--- config.mk ---
export PLATFORM = sky130hd
export DESIGN_NAME = name_table_insert_delete_search
export DESIGN_NICKNAME = d
export VERILOG_FILES = /design/src/hdl/nt_pkg.sv /design/src/hdl/nt_mem.sv /design/src/hdl/nt_out.sv /design/src/hdl/nt_ctrl.sv /design/src/hdl/name_table_insert_delete_search.sv
export SDC_FILE = /design/constraint.sdc
export NUM_CORES = 2
export LEC_CHECK = 0
export BUFFER_PORTS_ARGS = -buffer_cell sky130_fd_sc_hd__buf_2
export CAP_MARGIN = 10
export CELL_PAD_IN_SITES_DETAIL_PLACEMENT = 1
export CELL_PAD_IN_SITES_GLOBAL_PLACEMENT = 1
export CORE_MARGIN = 10
export CORE_UTILIZATION = 50
export CTS_BUF_LIST = sky130_fd_sc_hd__clkbuf_2
export DETAILED_ROUTE_END_ITERATION = 10
export PLACE_DENSITY_LB_ADDON = 0.3
export SLEW_MARGIN = 10
export SYNTH_ARGS = -nofsm -noshare
export SYNTH_HDL_FRONTEND = slang
export SYNTH_SLANG_ARGS = --single-unit
--- constraint.sdc ---
create_clock -name clk -period 6.7 [get_ports clk]
set_input_delay 0.335 -clock clk [delete_from_list [all_inputs] [get_ports clk]]
set_output_delay 0.335 -clock clk [all_outputs]
set_load 0.02 [all_outputs]
--- src/hdl/nt_pkg.sv ---
// shared types and codes for the name table
package nt_pkg;

  // request actions
  localparam logic [1:0] ACT_CREATE = 2'd0;
  localparam logic [1:0] ACT_DELETE = 2'd1;
  localparam logic [1:0] ACT_SEARCH = 2'd2;
  localparam logic [1:0] ACT_LIST   = 2'd3;

  // result status codes
  localparam logic [2:0] ST_CREATED   = 3'd0;
  localparam logic [2:0] ST_DUPLICATE = 3'd1;
  localparam logic [2:0] ST_DELETED   = 3'd2;
  localparam logic [2:0] ST_FOUND     = 3'd3;
  localparam logic [2:0] ST_ABSENT    = 3'd4;
  localparam logic [2:0] ST_EMPTY     = 3'd5;
  localparam logic [2:0] ST_FULL      = 3'd6;
  localparam logic [2:0] ST_LISTED    = 3'd7;

  typedef struct packed {
    logic [1:0]  action;
    logic [63:0] key_name;
  } nt_in_t;

  typedef struct packed {
    logic [2:0]  status;
    logic [63:0] entry_name;
    logic [3:0]  entry_index;
    logic [4:0]  entry_count;
    logic        last_result;
  } nt_out_t;

  typedef enum logic [2:0] {
    S_IDLE,
    S_SCAN,
    S_DRD,
    S_DWR,
    S_LIST,
    S_EMIT
  } nt_state_t;

endpackage

--- src/hdl/nt_mem.sv ---
// key store: one write port, one registered read port
module nt_mem #(
  parameter int DEPTH = 16,
  parameter int AW    = 4
) (
  input  logic          clk,
  input  logic          rd_en,
  input  logic [AW-1:0] rd_addr,
  output logic [63:0]   rd_data,
  input  logic          wr_en,
  input  logic [AW-1:0] wr_addr,
  input  logic [63:0]   wr_data
);

  logic [63:0] mem [DEPTH];

  // write and registered read; read data holds when not enabled
  always_ff @(posedge clk) begin
    if (wr_en) begin
      mem[wr_addr] <= wr_data;
    end
    if (rd_en) begin
      rd_data <= mem[rd_addr];
    end
  end

endmodule

--- src/hdl/nt_out.sv ---
// result output register between the controller and the result channel
module nt_out (
  input  logic            clk,
  input  logic            rst_n,
  input  logic            up_valid,
  output logic            up_ready,
  input  nt_pkg::nt_out_t up_data,
  output logic            out_valid,
  input  logic            out_ready,
  output nt_pkg::nt_out_t out_data
);

  logic            vld_r;
  logic            vld_nxt;
  nt_pkg::nt_out_t data_r;

  assign up_ready  = !vld_r || out_ready;
  assign out_valid = vld_r;
  assign out_data  = data_r;

  // hold flag
  always_comb begin
    vld_nxt = vld_r;
    if (up_ready) begin
      vld_nxt = up_valid;
    end
  end

  always_ff @(posedge clk) begin
    if (!rst_n) begin
      vld_r <= 1'b0;
    end else begin
      vld_r <= vld_nxt;
    end
  end

  // payload load
  always_ff @(posedge clk) begin
    if (up_valid && up_ready) begin
      data_r <= up_data;
    end
  end

endmodule

--- src/hdl/nt_ctrl.sv ---
// request sequencer: scans, appends, swap-deletes and lists through the key store
module nt_ctrl #(
  parameter int CAPACITY = 16,
  parameter int AW       = 4,
  parameter int CW       = 5
) (
  input  logic            clk,
  input  logic            rst_n,
  input  logic            in_valid,
  output logic            in_ready,
  input  nt_pkg::nt_in_t  in_data,
  output logic            res_valid,
  input  logic            res_ready,
  output nt_pkg::nt_out_t res_data,
  output logic            rd_en,
  output logic [AW-1:0]   rd_addr,
  input  logic [63:0]     rd_data,
  output logic            wr_en,
  output logic [AW-1:0]   wr_addr,
  output logic [63:0]     wr_data
);

  nt_pkg::nt_state_t state_r, state_nxt;
  logic [1:0]        act_r, act_nxt;
  logic [63:0]       key_r, key_nxt;
  logic [CW-1:0]     count_r, count_nxt;
  logic [CW-1:0]     rd_idx_r, rd_idx_nxt;
  logic              q_vld_r, q_vld_nxt;
  logic [AW-1:0]     q_idx_r, q_idx_nxt;
  logic [AW-1:0]     hit_idx_r, hit_idx_nxt;
  nt_pkg::nt_out_t   res_r, res_nxt;

  logic              accept;
  logic              hit;
  logic              scan_done;
  logic              issue;
  logic              is_full;
  logic [CW-1:0]     last_idx;
  logic              list_last;

  assign accept    = in_valid && in_ready;
  assign last_idx  = count_r - CW'(1);
  assign is_full   = (count_r == CW'(CAPACITY));
  assign hit       = q_vld_r && (rd_data == key_r);
  assign scan_done = hit || (!q_vld_r && (rd_idx_r == count_r));
  assign list_last = (CW'(q_idx_r) == last_idx);

  // read issue: scan stops on a hit, list stops while the result is stalled
  always_comb begin
    issue = 1'b0;
    case (state_r)
      nt_pkg::S_SCAN: issue = (rd_idx_r < count_r) && !hit;
      nt_pkg::S_LIST: issue = (rd_idx_r < count_r) && (!q_vld_r || res_ready);
      default:        issue = 1'b0;
    endcase
  end

  // next state
  always_comb begin
    state_nxt = state_r;
    case (state_r)
      nt_pkg::S_IDLE: begin
        if (accept) begin
          if (in_data.action == nt_pkg::ACT_LIST) begin
            state_nxt = (count_r == '0) ? nt_pkg::S_EMIT : nt_pkg::S_LIST;
          end else begin
            state_nxt = nt_pkg::S_SCAN;
          end
        end
      end
      nt_pkg::S_SCAN: begin
        if (scan_done) begin
          if (hit && (act_r == nt_pkg::ACT_DELETE)) begin
            state_nxt = nt_pkg::S_DRD;
          end else begin
            state_nxt = nt_pkg::S_EMIT;
          end
        end
      end
      nt_pkg::S_DRD: state_nxt = nt_pkg::S_DWR;
      nt_pkg::S_DWR: state_nxt = nt_pkg::S_EMIT;
      nt_pkg::S_LIST: begin
        if (q_vld_r && res_ready && list_last) begin
          state_nxt = nt_pkg::S_IDLE;
        end
      end
      nt_pkg::S_EMIT: begin
        if (res_ready) begin
          state_nxt = nt_pkg::S_IDLE;
        end
      end
      default: state_nxt = nt_pkg::S_IDLE;
    endcase
  end

  // outputs: handshakes, memory port and result payload
  always_comb begin
    in_ready  = 1'b0;
    res_valid = 1'b0;
    res_data  = res_r;
    rd_en     = issue;
    rd_addr   = rd_idx_r[AW-1:0];
    wr_en     = 1'b0;
    wr_addr   = hit_idx_r;
    wr_data   = rd_data;
    case (state_r)
      nt_pkg::S_IDLE: in_ready = 1'b1;
      nt_pkg::S_SCAN: begin
        // append on a create that missed with room left
        if (scan_done && !hit && (act_r == nt_pkg::ACT_CREATE) && !is_full) begin
          wr_en   = 1'b1;
          wr_addr = count_r[AW-1:0];
          wr_data = key_r;
        end
      end
      nt_pkg::S_DRD: begin
        rd_en   = 1'b1;
        rd_addr = last_idx[AW-1:0];
      end
      nt_pkg::S_DWR: wr_en = 1'b1;
      nt_pkg::S_LIST: begin
        res_valid            = q_vld_r;
        res_data.status      = nt_pkg::ST_LISTED;
        res_data.entry_name  = rd_data;
        res_data.entry_index = 4'(q_idx_r);
        res_data.entry_count = 5'(count_r);
        res_data.last_result = list_last;
      end
      nt_pkg::S_EMIT: res_valid = 1'b1;
      default: ;
    endcase
  end

  // datapath registers
  always_comb begin
    act_nxt     = act_r;
    key_nxt     = key_r;
    count_nxt   = count_r;
    rd_idx_nxt  = rd_idx_r;
    q_idx_nxt   = q_idx_r;
    hit_idx_nxt = hit_idx_r;
    res_nxt     = res_r;
    q_vld_nxt   = issue || ((state_r == nt_pkg::S_LIST) && q_vld_r && !res_ready);
    if (issue) begin
      rd_idx_nxt = rd_idx_r + CW'(1);
      q_idx_nxt  = rd_idx_r[AW-1:0];
    end
    case (state_r)
      nt_pkg::S_IDLE: begin
        rd_idx_nxt = '0;
        q_vld_nxt  = 1'b0;
        if (accept) begin
          act_nxt = in_data.action;
          key_nxt = in_data.key_name;
          res_nxt = '{status: nt_pkg::ST_EMPTY, entry_name: '0, entry_index: '0,
                      entry_count: 5'(count_r), last_result: 1'b1};
        end
      end
      nt_pkg::S_SCAN: begin
        if (scan_done) begin
          res_nxt.last_result = 1'b1;
          res_nxt.entry_name  = '0;
          res_nxt.entry_index = '0;
          res_nxt.entry_count = 5'(count_r);
          hit_idx_nxt         = q_idx_r;
          if (act_r == nt_pkg::ACT_CREATE) begin
            if (hit) begin
              res_nxt.status      = nt_pkg::ST_DUPLICATE;
              res_nxt.entry_name  = key_r;
              res_nxt.entry_index = 4'(q_idx_r);
            end else if (is_full) begin
              res_nxt.status = nt_pkg::ST_FULL;
            end else begin
              count_nxt           = count_r + CW'(1);
              res_nxt.status      = nt_pkg::ST_CREATED;
              res_nxt.entry_name  = key_r;
              res_nxt.entry_index = 4'(count_r);
              res_nxt.entry_count = 5'(count_r + CW'(1));
            end
          end else if (count_r == '0) begin
            res_nxt.status = nt_pkg::ST_EMPTY;
          end else if (!hit) begin
            res_nxt.status = nt_pkg::ST_ABSENT;
          end else begin
            res_nxt.status      = (act_r == nt_pkg::ACT_DELETE) ?
                                  nt_pkg::ST_DELETED : nt_pkg::ST_FOUND;
            res_nxt.entry_name  = key_r;
            res_nxt.entry_index = 4'(q_idx_r);
          end
        end
      end
      nt_pkg::S_DWR: begin
        // last entry moved into the freed slot, table shrinks by one
        count_nxt           = last_idx;
        res_nxt.entry_count = 5'(last_idx);
      end
      default: ;
    endcase
  end

  always_ff @(posedge clk) begin
    if (!rst_n) begin
      state_r <= nt_pkg::S_IDLE;
      count_r <= '0;
      q_vld_r <= 1'b0;
    end else begin
      state_r <= state_nxt;
      count_r <= count_nxt;
      q_vld_r <= q_vld_nxt;
    end
  end

  always_ff @(posedge clk) begin
    act_r     <= act_nxt;
    key_r     <= key_nxt;
    rd_idx_r  <= rd_idx_nxt;
    q_idx_r   <= q_idx_nxt;
    hit_idx_r <= hit_idx_nxt;
    res_r     <= res_nxt;
  end

  // count stays within the table
  a_count_bound: assert property (@(posedge clk) disable iff (!rst_n)
    count_r <= CW'(CAPACITY))
    else $error("entry count above capacity");

  // every store write changes the count on the next cycle
  a_write_moves_count: assert property (@(posedge clk) disable iff (!rst_n)
    wr_en |=> (count_r != $past(count_r)))
    else $error("store written without count update");

  // listed entries are always stored slots
  a_list_in_range: assert property (@(posedge clk) disable iff (!rst_n)
    (state_r == nt_pkg::S_LIST && q_vld_r) |-> (CW'(q_idx_r) < count_r))
    else $error("listed slot beyond count");

  // no new request is taken while a result is pending
  a_no_accept_busy: assert property (@(posedge clk) disable iff (!rst_n)
    res_valid |-> !in_ready)
    else $error("request accepted while result pending");

endmodule

--- src/hdl/name_table_insert_delete_search.sv ---
// top level of the name table: up to CAPACITY unique 64-bit keys with swap delete
//
// Requests enter on in_valid/in_ready with in_data (action, key_name); results
// leave on out_valid/out_ready with out_data (status, entry_name, entry_index,
// entry_count, last_result). One request is worked at a time; in_ready is high
// only while the sequencer is idle.
// Create, delete and search scan the key store one slot per cycle through its
// single registered read port. A delete that hits then reads the last key and
// writes it into the freed slot. List issues one read per cycle and hands over
// one result per cycle while the output register takes them. in_ready comes
// back in the cycle after the last result of a request is handed over. Each
// request gives one result, list gives one per stored key with last_result on
// the final one (or one empty status). Results show on out_valid in the cycle
// after they are handed over, through an output register; a stalled out_ready
// holds that register and pauses the sequencer, no result is dropped.
// Synchronous active-low reset empties the table (count to zero) and clears the
// handshakes; store contents are not cleared since only slots below the count
// are read.
module name_table_insert_delete_search #(
  parameter int CAPACITY = 16
) (
  input  logic            clk,
  input  logic            rst_n,
  input  logic            in_valid,
  output logic            in_ready,
  input  nt_pkg::nt_in_t  in_data,
  output logic            out_valid,
  input  logic            out_ready,
  output nt_pkg::nt_out_t out_data
);

  localparam int AW = $clog2(CAPACITY);
  localparam int CW = $clog2(CAPACITY + 1);

  logic            res_valid;
  logic            res_ready;
  nt_pkg::nt_out_t res_data;
  logic            rd_en;
  logic [AW-1:0]   rd_addr;
  logic [63:0]     rd_data;
  logic            wr_en;
  logic [AW-1:0]   wr_addr;
  logic [63:0]     wr_data;

  // sequencer
  nt_ctrl #(
    .CAPACITY (CAPACITY),
    .AW       (AW),
    .CW       (CW)
  ) u_ctrl (
    .clk       (clk),
    .rst_n     (rst_n),
    .in_valid  (in_valid),
    .in_ready  (in_ready),
    .in_data   (in_data),
    .res_valid (res_valid),
    .res_ready (res_ready),
    .res_data  (res_data),
    .rd_en     (rd_en),
    .rd_addr   (rd_addr),
    .rd_data   (rd_data),
    .wr_en     (wr_en),
    .wr_addr   (wr_addr),
    .wr_data   (wr_data)
  );

  // key store
  nt_mem #(
    .DEPTH (CAPACITY),
    .AW    (AW)
  ) u_mem (
    .clk     (clk),
    .rd_en   (rd_en),
    .rd_addr (rd_addr),
    .rd_data (rd_data),
    .wr_en   (wr_en),
    .wr_addr (wr_addr),
    .wr_data (wr_data)
  );

  // result register
  nt_out u_out (
    .clk       (clk),
    .rst_n     (rst_n),
    .up_valid  (res_valid),
    .up_ready  (res_ready),
    .up_data   (res_data),
    .out_valid (out_valid),
    .out_ready (out_ready),
    .out_data  (out_data)
  );

endmodule
* Word level (Yosys, flattened, before mapping)
Memory sizes are Yosys's and may differ from the RTL's. A register that Yosys moved wholly into a read port is not among the register bits.
Cells that the tools add are included.
** Word-level totals
- Output and inout bits :: 79
- Bits in registers :: 243
- Bits of input ports :: 70
- Logic and storage cells :: 122
- Memories :: 1
- RAM bits :: 1024
** Memories
- u_mem.mem :: depth 16, width 64, read ports 1, clocked after memory_dff 1, write ports 1, line nt_mem.sv:15 : logic [63:0] mem [DEPTH];
** Cells by class
- Reductions and logical operators :: 36
- Multiplexer cells :: 43
- Bitwise logic cells :: 1
- $add $sub $neg :: 3
- Magnitude comparators :: 1
- Eq/ne operators :: 18
** Operators with widths (count)
- 2-to-1 mux 77 bit :: 2
- 2-to-1 mux 71 bit :: 2
- one-hot mux 71 bit (2 select lines) :: 1
- 2-to-1 mux 68 bit :: 2
- 2-to-1 mux 64 bit :: 2
- 2-to-1 mux 74 bit :: 1
- 2-to-1 mux 73 bit :: 1
- == test 64 bit :: 1
- 2-to-1 mux 5 bit :: 6
- 2-to-1 mux 3 bit :: 9
- one-hot mux 3 bit (6 select lines) :: 1
- one-hot mux 5 bit (3 select lines) :: 1
- logical AND 1 bit :: 14
- 2-to-1 mux 4 bit :: 3
- adder 5 x 1 -> 5 bit (second input constant) :: 2
- != test 2 x 1 -> 1 bit (second input constant) :: 5
- one-hot mux 5 bit (2 select lines) :: 1
- one-hot mux 1 bit (2 select lines) :: 4
- 2-to-1 mux 1 bit :: 7
- == test 3 x 2 -> 1 bit (second input constant) :: 2
- == test 3 bit (second input constant) :: 2
- AND reduction 3 bit :: 2
- == test 4 x 5 -> 1 bit :: 1
- == test 5 bit :: 1
- 19 further kinds :: 29

* Depth between registers and ports, before layout
- Word-level depth :: 10
- Mapped depth :: 11
- Gate-level depth less buffers :: 9

* By module
Synthesis repeated with hierarchy kept, for this count alone.
** Unflattened totals
- Cells, all modules :: 2438
- Area total of the unflattened synthesis :: 51498.1 um2
** By module, submodules not included
- nt_mem :: seq. area each 32671.3 um2, times used 1, area an instance 40222.3 um2, cells each 1647
- nt_ctrl :: seq. area each 4784.6 um2, times used 1, area an instance 8906.0 um2, cells each 709
- nt_out :: seq. area each 2332.2 um2, times used 1, area an instance 2369.8 um2, cells each 82

* Least setup slack after synthesis
OpenSTA, ideal clock, no wires.
- Path kind :: reg2reg
- Start :: register u_ctrl.key_r[51]
- End :: register u_ctrl.res_r[10] (netlist name) (enable)
- Clock period less this slack :: 5.452 ns
- Data arrival time :: 4.952 ns
- Stages on the path, launching flop included :: 9
- Setup time :: 0.500 ns
- Path slack :: 1.248 ns
- Buffers on the path :: 1
- Cells stage by stage :: edfxtp_1 xor2_1 or4_1 nor4_2 nand3_2 nor2_4 buf_2 o21ai_0 nor2_1
** Between the ends
- Longest elaborated chain between the ends :: 5
** RTL lines
- start: declaration :: line nt_ctrl.sv:25 : logic [63:0] key_r, key_nxt;
- start signal: assignment :: line nt_ctrl.sv:215 : key_r <= key_nxt;
- == test 64 bit :: line nt_ctrl.sv:44 : assign hit = q_vld_r && (rd_data == key_r);
- logical AND 1 bit :: line nt_ctrl.sv:44
- logical OR 1 bit :: line nt_ctrl.sv:45 : assign scan_done = hit || (!q_vld_r && (rd_idx_r == count_r));
- != test 2 x 1 -> 1 bit (no source line)
- AND reduction 3 bit (no source line)
- end signal: assignment :: line nt_ctrl.sv:219 : res_r <= res_nxt;
- end: declaration :: line nt_ctrl.sv:31 : nt_pkg::nt_out_t res_r, res_nxt;
No other way between the ends.
A chain may end at the register's enable or synchronous reset.

* Worst setup path in the final report
- Start :: register u_ctrl.count_r[0]
- End :: memory u_mem.mem[11][53] (enable)
** Between the ends
- Longest elaborated chain between the ends :: 10
- Elaborated cells on any way between the ends :: 14
- Those cells by class :: eq/ne (2); mux (6); reduce/logical (6)
** RTL lines
- start: declaration :: line nt_ctrl.sv:26 : logic [CW-1:0] count_r, count_nxt;
- start signal: assignment :: line nt_ctrl.sv:208 : count_r <= count_nxt;
- == test 5 bit :: line nt_ctrl.sv:45
- logical AND 1 bit :: line nt_ctrl.sv:45
- logical OR 1 bit :: line nt_ctrl.sv:45
- logical AND 1 bit (3 in a row) :: line nt_ctrl.sv:110 : if (scan_done && !hit && (act_r == nt_pkg::ACT_CREATE) && !is_full) begin
- 2-to-1 mux 1 bit :: line nt_ctrl.sv:110
- one-hot mux 1 bit (2 select lines) :: line nt_ctrl.sv:106 : case (state_r)
- 2-to-1 mux 1 bit :: line nt_mem.sv:19 : if (wr_en) begin
- 2-to-1 mux 1 bit (implied by the code) :: line nt_mem.sv:20 : mem[wr_addr] <= wr_data;
- end: declaration :: line nt_mem.sv:15
Several ways; a longest one is shown, not always the timed one.

==> metrics.log <==
INFO  metric critical_path.startpoint_type = flip-flop
INFO  metric ctsRootBufferMaster = sky130_fd_sc_hd__clkbuf_2
INFO  metric critPathRequiredTime = ~7.8 ns
INFO  metric min_delay_path_class = in -> reg
INFO  metric post-cts-setup-buffer-count = 0
INFO  metric synthTopCellsByArea = sky130_fd_sc_hd__edfxtp_1 76%, sky130_fd_sc_hd__mux4_2 11%, sky130_fd_sc_hd__mux2i_1 3.8%, sky130_fd_sc_hd__nand2_1 3.1%, sky130_fd_sc_hd__xnor2_1 1.0%
INFO  metric synth_warnings = 0
INFO  metric hold_viol_final = 0
INFO  metric synth_largest_area_cell = sky130_fd_sc_hd__edfxtp_1
INFO  metric worstPathArrival = roughly 6.3 ns
INFO  metric worst_skew_pair.late_latency = roughly 1.6 ns
INFO  metric totalWireLength = about 150000 um
INFO  metric worstHoldStart = in_data[54]
INFO  metric final.setup.worst_slack = ~1.5 ns
INFO  metric final_max_slew_viol_count = 0
INFO  metric postSynthCellCount = around 2700
INFO  metric via_count = roughly 30000
INFO  metric first_global_vias = about 32000
INFO  metric most_frequently_used_cell_type_in_the_post_synthesis_netlist = sky130_fd_sc_hd__edfxtp_1
INFO  metric die_width = 343 um
INFO  metric path_max_fanout = 45
INFO  metric synth_async_sr_flop_share = 0%
INFO  metric detailedPlace.worstSlack = 1.72 ns
INFO  metric globalRouteOverflowTotal = 0
INFO  metric buffer_ports.inserted = around 150
INFO  metric track_usage = roughly 26%
INFO  metric clock_tree.buffer_depth = 4
INFO  metric post_synth_instance_area = around 0.052 mm2
INFO  metric placedCellCount = around 4200
INFO  metric gates_resized_cts_repair = 0
INFO  metric cts.reportedPaths.clkPinSlew = 0.10 ns
INFO  metric reg2reg_from = u_ctrl.count_r[0]
INFO  metric grt_max_degree = about 160
INFO  metric maxCapViolCount = 0
INFO  metric outcome = finished, final reports clean
INFO  metric dp.final_hpwl = 83100 um
INFO  metric initial_utilization = 50.4%
INFO  metric powerDensity = slightly above 300 mW/mm2
INFO  metric die_height = between 300 and 400 um
INFO  metric htree_num_levels = 5
INFO  metric ys_ff_latch = 1330
INFO  metric crit_share_post_route = roughly four fifths
INFO  metric synthDistinctLibCells = 55
INFO  metric gpl.final_weighted_congestion = between 0.8 and 0.9
INFO  metric drt_initial_violations = 3215
INFO  metric worst_setup_path_end_kind = flip-flop
INFO  metric viasPerCell = 5.98
INFO  metric seq_area_frac_synth = roughly 76%
INFO  metric setup_viol_count_final = 0
INFO  metric max_slew_margin = 13.3%
INFO  metric ir_worst_vdd = approximately 0.00047 V
INFO  metric ant_nets = 0
INFO  metric layout_min_cycle_time = between 5 and 6 ns
INFO  metric synth_enable_flop_cells = 1315
INFO  metric timing.clock.skew = 0.201 ns
INFO  metric post-layout-total-power = 18.5 mW
INFO  metric cts.sink_count = 1330
INFO  metric nNetsFinal = approximately 3400
INFO  metric placeableCoreArea = about 0.10 mm2
INFO  metric ys_dominant_reg_cell = sky130_fd_sc_hd__edfxtp_1
INFO  metric design.portCount = around 150
INFO  metric static-leakage-power = roughly 22 nW
INFO  metric post_layout_nonfiller_instances = 4934
INFO  metric avgRoutedWirePerCell = roughly 30 um
INFO  metric row_count = ~120
INFO  metric area.growth.synth_to_final = 14.3%
INFO  metric drt_drc_violations_left = 0
INFO  metric cts_made_buffers = 343
INFO  metric postSynthAreaPerCell = ~19 um2
INFO  metric ys_top_cells_by_count = 1315 x sky130_fd_sc_hd__edfxtp_1, 428 x sky130_fd_sc_hd__nand2_1, 256 x sky130_fd_sc_hd__mux4_2, 197 x sky130_fd_sc_hd__mux2i_1, 69 x sky130_fd_sc_hd__and2_1
INFO  metric unrepaired_setup_endpoints_after_global_routing = false
INFO  metric fmax = between 0.15 and 0.2 GHz
INFO  metric detailedRoute.firstPassIterationCount = 5
INFO  metric drive_above_1_share = 27.9%
INFO  metric critical_path_class = reg -> reg
INFO  metric grt_first_pass_wirelength = around 220000 um
INFO  metric synth_nets = between 2000 and 3000
INFO  metric die_area = 0.118 mm2
INFO  metric post-route-util = 57.7%
INFO  metric final_setup_tns = 0 ns
INFO  metric cts_tree = done
INFO  metric critPathLaunch = u_ctrl.count_r[0]
INFO  metric max_slew.worst_pin.slew = 1.30 ns
INFO  metric grt_antenna_before_repair = 6
INFO  metric synth.top_cell.area_share = around three quarters
## per-stage QoR
step / area, um2 / hold WS (ns)
after global placement: 54800 / 0.462
after detailed placement: 54800 / 0.492
after CTS: 59700 / 0.0400
after global routing: 59800 / 0.104
after floorplan: 52300 / 0.434
final: 59800 / 0.190
## per-layer routing
layer / vias up / wire length (um) / global-route usage, %
met2: 1608 / 73100 / 40.9
met5: - / 36 / 0
met1: 15500 / 58100 / 33.3
li1: 12100 / - / -
met3: 271 / 13300 / 5.92
met4: 6 / 5780 / 11.4
## where the power goes
part           internal (mW)  total, mW  leakage, nW  switching (mW)
clock network           2.12       5.40         2.21            3.28
logic                  0.752       2.73         7.37            1.98
registers               10.1       10.3         12.1           0.281
## placed cells by master (no fill, tap or decap), types with 3 or more instances in the layout
cell type,n
sky130_fd_sc_hd__o211ai_1,4
sky130_fd_sc_hd__o21a_1,3
sky130_fd_sc_hd__nand4_1,26
sky130_fd_sc_hd__ha_1,9
sky130_fd_sc_hd__dlygate4sd3_1,200
sky130_fd_sc_hd__or2_2,3
sky130_fd_sc_hd__and3_1,3
sky130_fd_sc_hd__mux2i_1,197
sky130_fd_sc_hd__a31oi_1,7
sky130_fd_sc_hd__edfxtp_1,1315
sky130_fd_sc_hd__clkinv_2,5
sky130_fd_sc_hd__nand2b_1,11
sky130_fd_sc_hd__clkinv_1,69
sky130_fd_sc_hd__nor4_1,8
sky130_fd_sc_hd__o21ai_4,3
sky130_fd_sc_hd__buf_12,13
sky130_fd_sc_hd__xor2_1,15
sky130_fd_sc_hd__and2_1,68
sky130_fd_sc_hd__bufinv_16,6
sky130_fd_sc_hd__inv_1,10
sky130_fd_sc_hd__buf_4,42
sky130_fd_sc_hd__o21ai_0,15
sky130_fd_sc_hd__xnor2_1,62
sky130_fd_sc_hd__buf_2,148
sky130_fd_sc_hd__dfxtp_1,15
sky130_fd_sc_hd__a21oi_1,12
sky130_fd_sc_hd__nor2_4,20
sky130_fd_sc_hd__nor3_1,15
sky130_fd_sc_hd__nand2_1,428
sky130_fd_sc_hd__mux4_2,256
sky130_fd_sc_hd__clkbuf_2,475
sky130_fd_sc_hd__nor2_1,24
sky130_fd_sc_hd__inv_2,5
sky130_fd_sc_hd__nor2b_1,4
sky130_fd_sc_hd__nand3_1,10
sky130_fd_sc_hd__o41ai_1,3
## cells by family (layout without fill, tap and decap cells)
family                   count (synthesis)  count (layout)  share of synthesized area [%]
AO/OA/AOI/OAI                           66              66                          0.814
XOR/XNOR                                77              77                           1.29
adder cells (fa/ha/maj)                  9               9                          0.215
buffers and inverters                  139             977                           1.35
flip-flops                            1330            1330                           76.1
multiplexers                           453             453                           14.8
other                                    0               2                              0
AND/OR/NAND/NOR                        640             640                           5.42
## layout make-up
class / instances / area [um2]
antenna: 2 / 5.00
clock buffer: 475 / 2380
clock inverter: 87 / 503
fill: 9453 / 43900
inverter: 11 / 41.3
multi-input combinational: 1245 / 12000
sequential: 1330 / 39800
tap: 1380 / 1730
timing repair buffer: 404 / 3330
## critical path, stage by stage (launching register included)
cell,delay [ns]
sky130_fd_sc_hd__dfxtp_1,0.66
sky130_fd_sc_hd__inv_1,0.25
sky130_fd_sc_hd__ha_1,0.34
sky130_fd_sc_hd__and3_1,0.24
sky130_fd_sc_hd__a21oi_1,0.36
sky130_fd_sc_hd__nand3_4,0.54
sky130_fd_sc_hd__buf_4,0.57
sky130_fd_sc_hd__a31oi_1,0.87
sky130_fd_sc_hd__nor2_4,0.07
sky130_fd_sc_hd__buf_4,0.36
sky130_fd_sc_hd__buf_4,0.44
## flip-flops by register name, summed over array words and instances (netlist names)
name and flops:
u_ctrl.act_r 2, u_ctrl.rd_idx_r 5, u_ctrl.q_vld_r 1, u_mem.mem 1024, u_out.out_valid 1, u_ctrl.state_r 3, u_ctrl.q_idx_r 4, u_mem.rd_data 64
u_ctrl.key_r 64, u_out.out_data 77, u_ctrl.hit_idx_r 4, u_ctrl.count_r 5, u_ctrl.res_r 76
## what timing repair did
item	CTS	global route
setup endpoints to repair	0	0
hold buffers	200	0
hold endpoints to repair	302	0
## final timing paths
| path | to | slack, ns | cells after the start |
|---|---|---|---|
| setup / recovery | u_mem.mem[11][53] | 1.46 | 10 |
| hold / removal | u_ctrl.key_r[54] | 0.19 | 3 |
| setup reg to reg | u_mem.mem[11][53] | 1.46 | 10 |
| hold reg to reg | u_out.out_data[12] | 0.47 | 2 |
Note: power is estimated with default switching activity, not from simulation.
